[config.mk]
export PLATFORM = sky130hd
export DESIGN_NAME = pvm_fifo
export DESIGN_NICKNAME = d
export VERILOG_FILES = /design/src/sv/pcm_voice_mixer_unit_assert.svh /design/src/sv/pvm_pkg.sv /design/src/sv/pvm_fifo.sv
export SDC_FILE = /design/constraint.sdc
export NUM_CORES = 1
export LEC_CHECK = 0
export ABC_AREA = 1
export BUFFER_PORTS_ARGS = -buffer_cell sky130_fd_sc_hd__buf_2
export CORE_MARGIN = 3
export CORE_UTILIZATION = 40
export DETAILED_ROUTE_END_ITERATION = 12
export HOLD_SLACK_MARGIN = 0.12
export PLACE_DENSITY = 0.64
export SYNTH_ARGS = -nofsm -noshare
export SYNTH_HDL_FRONTEND = slang
export SYNTH_SLANG_ARGS = --single-unit
[constraint.sdc]
create_clock -name clk -period 2.1 [get_ports clk]
set_input_delay 0.315 -clock clk [delete_from_list [all_inputs] [get_ports clk]]
set_output_delay 0.315 -clock clk [all_outputs]
set_load 0.03 [all_outputs]
[src/sv/pcm_voice_mixer_unit_assert.svh]
// Assertion macros for the voice mixer.
`ifndef PCM_VOICE_MIXER_UNIT_ASSERT_SVH
`define PCM_VOICE_MIXER_UNIT_ASSERT_SVH

// Same-cycle implication, checked on clk, off during rst.
`define PVM_ASSERT_IMPL(label, ante, cons) \
  label: assert property (@(posedge clk) disable iff (rst) (ante) |-> (cons)) \
    else $error("pvm assertion failed");

// Next-cycle implication, checked on clk, off during rst.
`define PVM_ASSERT_NEXT(label, ante, cons) \
  label: assert property (@(posedge clk) disable iff (rst) (ante) |=> (cons)) \
    else $error("pvm assertion failed");

`endif

[src/sv/pvm_pkg.sv]
// Shared types, constants and helpers of the voice mixer.
package pvm_pkg;

  localparam int VOICE_COUNT_DEF      = 16;
  localparam int SAMPLE_MEM_DEPTH_DEF = 65536;
  localparam int QUEUE_DEPTH          = 2;

  typedef enum logic [1:0] {
    ACT_WRITE = 2'd0,
    ACT_START = 2'd1,
    ACT_MIX   = 2'd2,
    ACT_NONE  = 2'd3
  } action_t;

  typedef struct packed {
    action_t     kind;
    logic [15:0] addr;
    logic [7:0]  data;
    logic [3:0]  vidx;
    logic [15:0] base;
    logic [15:0] len;
    logic [15:0] lp;
    logic        loops;
    logic [7:0]  lvol;
    logic [7:0]  rvol;
  } cmd_t;

  typedef struct packed {
    logic [15:0] base;
    logic [15:0] len;
    logic [15:0] lp;
    logic        loops;
    logic [7:0]  lvol;
    logic [7:0]  rvol;
  } voice_stat_t;

  typedef struct packed {
    logic [15:0] pos;
    logic [15:0] rem;
  } voice_dyn_t;

  typedef enum logic [2:0] {
    ST_IDLE,
    ST_VOICE,
    ST_ADDR,
    ST_MUL,
    ST_ACC,
    ST_DONE
  } state_t;

  function automatic logic [7:0] sat255(logic [8:0] g);
    return g[8] ? 8'hFF : g[7:0];
  endfunction

  function automatic logic signed [15:0] clamp16(logic signed [17:0] v);
    logic signed [15:0] r;
    if (v > 18'sd32767) r = 16'sh7FFF;
    else if (v < -18'sd32768) r = 16'sh8000;
    else r = v[15:0];
    return r;
  endfunction

endpackage

[src/sv/pvm_fifo.sv]
// Short queue used for commands between front and back, and for results.
module pvm_fifo #(
  parameter int W = 32
) (
  input  logic         clk,
  input  logic         rst,
  input  logic         push,
  input  logic [W-1:0] data_in,
  output logic         full,
  input  logic         pop,
  output logic [W-1:0] data_out,
  output logic         empty
);

  localparam int DEPTH = pvm_pkg::QUEUE_DEPTH;
  localparam int PTR_W = (DEPTH > 1) ? $clog2(DEPTH) : 1;
  localparam int CNT_W = $clog2(DEPTH + 1);
  localparam logic [PTR_W-1:0] LAST = PTR_W'(DEPTH - 1);
  localparam logic [CNT_W-1:0] FULL_CNT = CNT_W'(DEPTH);

  logic [W-1:0]     q [DEPTH];
  logic [PTR_W-1:0] wptr;
  logic [PTR_W-1:0] rptr;
  logic [CNT_W-1:0] count;
  logic             do_push;
  logic             do_pop;

  assign full     = (count == FULL_CNT);
  assign empty    = (count == '0);
  assign data_out = q[rptr];
  assign do_push  = push && !full;
  assign do_pop   = pop && !empty;

  always_ff @(posedge clk) begin
    if (do_push) begin
      q[wptr] <= data_in;
    end
  end

  always_ff @(posedge clk) begin
    if (rst) begin
      wptr  <= '0;
      rptr  <= '0;
      count <= '0;
    end else begin
      if (do_push) begin
        wptr <= (wptr == LAST) ? '0 : wptr + 1'b1;
      end
      if (do_pop) begin
        rptr <= (rptr == LAST) ? '0 : rptr + 1'b1;
      end
      if (do_push && !do_pop) begin
        count <= count + 1'b1;
      end else if (do_pop && !do_push) begin
        count <= count - 1'b1;
      end
    end
  end

endmodule

Word level (Yosys, flattened, before mapping)

Memories as Yosys holds them, arrays and structs flattened. A register that Yosys moved wholly into a read port is not among the register bits.
Cells that the tools add are included.
W data, S select, Z words.

Word-level logic and storage cells: 27
RAM bits: 64
Memories: 1
Register bits: 4

Memory list:

| name | words | bits a word | read ports | clocked after memory_dff | wr ports | RTL line       | source |
|---|---|---|---|---|---|---|---|
| q    | 2     | 32          | 1          | 1                        | 1        | pvm_fifo.sv:21 | `logic [W-1:0] q [DEPTH];` |

Eq/ne operators: 1
Add/sub/neg operators: 4
Mux-type cells: 8
Reductions and logical operators: 10

Operators by type and width:

| cell                  | number |
|---|---|
| $mux W1               | 6 |
| $logic_and A1 B1 Y1   | 4 |
| $logic_not A1 Y1      | 4 |
| $mux W2               | 2 |
| $add A1 B1 Y1 const B | 2 |
| $add A2 B1 Y2 const B | 1 |
| $eq A2 B2 Y1 const B  | 1 |
| $logic_not A2 Y1      | 1 |
| $reduce_bool A2 Y1    | 1 |
| $sub A2 B1 Y2 const B | 1 |

Depth between registers and ports, before layout

Word-level depth: 7
Mapped depth: 10
Gate-level depth less buffers: 10

Least setup slack after synthesis

OpenSTA, ideal clock, no wires.

Kind: reg-to-reg
Start point: register count[0]
End point: memory q[0][0] (enable)
Cell stages (with the launch flop): 3
Path buffers: 0
Setup slack: -0.223 ns
Required time: 1.679 ns
Data arrival time: 1.902 ns
Period minus slack after synthesis: 2.323 ns
Setup time: 0.421 ns
Cells stage by stage: dfxtp_1 -> o21ai_2 -> nor2_1

Word-level cells in the longest chain between the ends: 5

Ends and longest elaborated chain:

| item                          | RTL line       | source |
|---|---|---|
| from (decl)                   | pvm_fifo.sv:24 | `logic [CNT_W-1:0] count;` |
| from (signal assigned)        | pvm_fifo.sv:53 | `count <= count + 1'b1;` |
| from (signal assigned)        | pvm_fifo.sv:55 | `count <= count - 1'b1;` |
| $eq A2 B2 Y1                  | pvm_fifo.sv:28 | `assign full = (count == FULL_CNT);` |
| $logic_not A1 Y1              | pvm_fifo.sv:31 | `assign do_push = push && !full;` |
| $logic_and A1 B1 Y1           | pvm_fifo.sv:31 |  |
| $mux W1                       | pvm_fifo.sv:35 | `if (do_push) begin` |
| $mux W1 (implied by the code) | pvm_fifo.sv:36 | `q[wptr] <= data_in;` |
| to (decl)                     | pvm_fifo.sv:21 |  |

No other way between the ends.

==> run metrics <==
synth-to-layout area growth 24.1%; I/O pin count 70; CP delay by family, top flip-flops; WP data required between 1.5 and 2 ns; Clock Sinks 69; CP Cell Sequence buf_4, mux2_4, buf_2; period utilisation layout between 80 and 90%; Skew-Pair Late Insertion Delay 0.32 ns; # H-tree levels 3; Worst Path Max Fanout 9; r2r setup slk 0.53 ns; Synth Cell Area between 2000 and 3000 µm²; Total GRT Usage 12.1%; Total Neg Setup Slack 0 ns; clock tree buffer depth 2; Worst Skew 0.00855 ns; total power per unit cell area 1270 nW/µm²; Avg Cell Area, Syn about 20 µm²; nature of the critical path endpoint output port; Netlist cell types 18; Max Slew Vio Count 0; Final Critical Period 1.84 ns; CTS Buf Count 9; FMAX 542 MHz; Die ar. between 7000 and 8000 µm²; Synth Register Bits 69; Antenna Diode Count 0; Iteration-0 DRC Markers between 60 and 70; routed via count 1,380; Die Ht 88.4 µm; Hold-fix buffers, CTS 0; DRC viols 0; post_cts resized 0; R2R Path End count[1]$_SDFFE_PP0P_; met3 wire len 203 µm; Port Buffers 69; DRT Pass-1 Iters 4; first-pass GRT wire length 6.75 mm; CTS tree built; DR vias/cell 4.60; core area 6460 µm²; worst hold path type in2reg; DP HPWL ~3.1 mm; root buf cell clkbuf_8; remaining global-route overflow 0; Total Nets Final 255; Final Hold Viols 0; initial antenna violation count 0; Leakage 1.36 nW; CP Launch Type flip-flop; max_cap viols 0; worst setup path class reg2out; Slowest Stage Delay on Critical Path 0.46 ns; WL met1 1.91 mm; Slew HR approximately 77%; top sig layer met4; critical path arrival 1.53 ns; Worst VDD drop about 0.7 mV; Placement Rows 29; outcome finished, final reports clean; Worst Hold Launch data_in[7]; Crit path depth 3; CP max-delay cell dfxtp_2; synthesized net count 174; Worst Hold Path EP q[0][7]$_DFFE_PP_; Die W 88.4 µm; initial core utilization between 40% and 50%; WHS 0.176 ns; clk slew on worst S/H paths 0.07 ns; Worst-Margin Slew 0.338 ns; post-CTS setup buffer count 0; Buffers & Inverters on Critical Path 2; Final ANT Viol Nets 0; Setup Viol. Count Final 0; final WL about 4.5 mm; Seq/Total Area, Yosys 74.4%; share of layout cells above drive strength 1 57.4%; RSZ-0062 raised after global routing no; largest net degree at the start of global routing 33; wire length per cell 15.1 µm; Filler cells 555; vias in the first global route 1,419; worst r2r path cells 9; worst r2r src count[1]$_SDFFE_PP0P_; cell count after synthesis 137; Final Util 52.2%; Ys Warns 0; GPL Wtd Cong 0.647; metal2 WL between 2 and 2.5 mm; hold depth 1
## worst max path at each step
stage                                startpoint                    end
after global routing                  flip-flop           data_out[26]
after CTS                             flip-flop            data_out[9]
final                                 flip-flop           data_out[26]
after global placement    count[1]$_SDFFE_PP0P_  count[1]$_SDFFE_PP0P_
after detailed placement  count[1]$_SDFFE_PP0P_  count[1]$_SDFFE_PP0P_
after floorplan           count[0]$_SDFFE_PP0P_      q[0][0]$_DFFE_PP_
## layout make-up
cell class / instances / area [µm²] / area share, %
flip-flops and latches: 69 / 2020 / 60.0
multi-input cells: 55 / 607 / 18.0
repair buffers: 74 / 408 / 12.1
clock buffers: 10 / 128 / 3.78
well taps: 77 / 96.3 / 2.86
clock inverters: 6 / 77.6 / 2.30
inverters: 9 / 33.8 / 1.00
## logic make-up (layout without fill, tap and decap cells)
family	Yosys count	in the layout	share of synthesized area, %
DFF	69	69	74.4
muxes	32	32	17.4
and+or+nand+nor	16	16	2.53
buffers and inverters	13	99	3.87
AOI/OAI and AO/OA	6	6	1.38
adders and majority gates	1	1	0.460
## state kept, by name (all words and copies together) (netlist names), named ones only
register,count
q,64
rptr,1
wptr,1
count,2
## per-layer routing
layer	vias to the layer above	global-route usage (%)
met3	2	3.26
met2	38	20.2
met5	-	0
li1	672	-
met4	0	7.42
met1	668	13.8
## layout by cell type (no fill, tap or decap), drive strengths merged
cell type	count
clkbuf	10
o21ai	5
edfxtp	64
bufinv	2
buf	74
nand2	4
nand3	1
inv	9
dfxtp	5
nand4	1
a21oi	1
and2	1
ha	1
clkinv	4
nor2	9
mux2	32
## worst reg2reg max path: cells and delay by family (launching register included)
kind | cells | cell delay (ns)
DFF | 1 | 0.41
adders and majority gates | 1 | 0.33
AOI/OAI and AO/OA | 1 | 0.30
buffers and inverters | 4 | 0.26
and+or+nand+nor | 3 | 0.21
## stage by stage
stage                     setup slack [ns]  cells  cell area [µm²]  power, mW
final                                0.255    300             3370       4.29
after global routing                 0.171    300             3370       4.51
after CTS                            0.222    300             3370       4.35
after detailed placement             0.533    284             3170       3.24
after global placement               0.569    284             3170       3.22
after floorplan                     -0.223    137             2720       2.93
## cell usage after synthesis
master | number | area (µm²)
edfxtp_1 | 64 | 1920
mux2_4 | 30 | 450
nor2_1 | 9 | 33.8
inv_1 | 6 | 22.5
dfxtp_1 | 5 | 100
buf_12 | 3 | 60.1
inv_2 | 3 | 11.3
nand2_1 | 3 | 11.3
o21ai_0 | 3 | 15.0
mux2_2 | 2 | 22.5
o21ai_2 | 2 | 17.5
a21oi_1 | 1 | 5.00
and2_1 | 1 | 6.26
buf_6 | 1 | 11.3
ha_1 | 1 | 12.5
nand2_2 | 1 | 6.26
nand3_1 | 1 | 5.00
nand4_1 | 1 | 6.26
## power breakdown
| group | switching [mW] | internal, mW |
|---|---|---|
| logic | 0.807 | 0.541 |
| clock network | 0.450 | 0.657 |
| registers | 0.0942 | 1.74 |
| total | 1.35 | 2.94 |
Note: power is estimated with default switching activity, not from simulation.
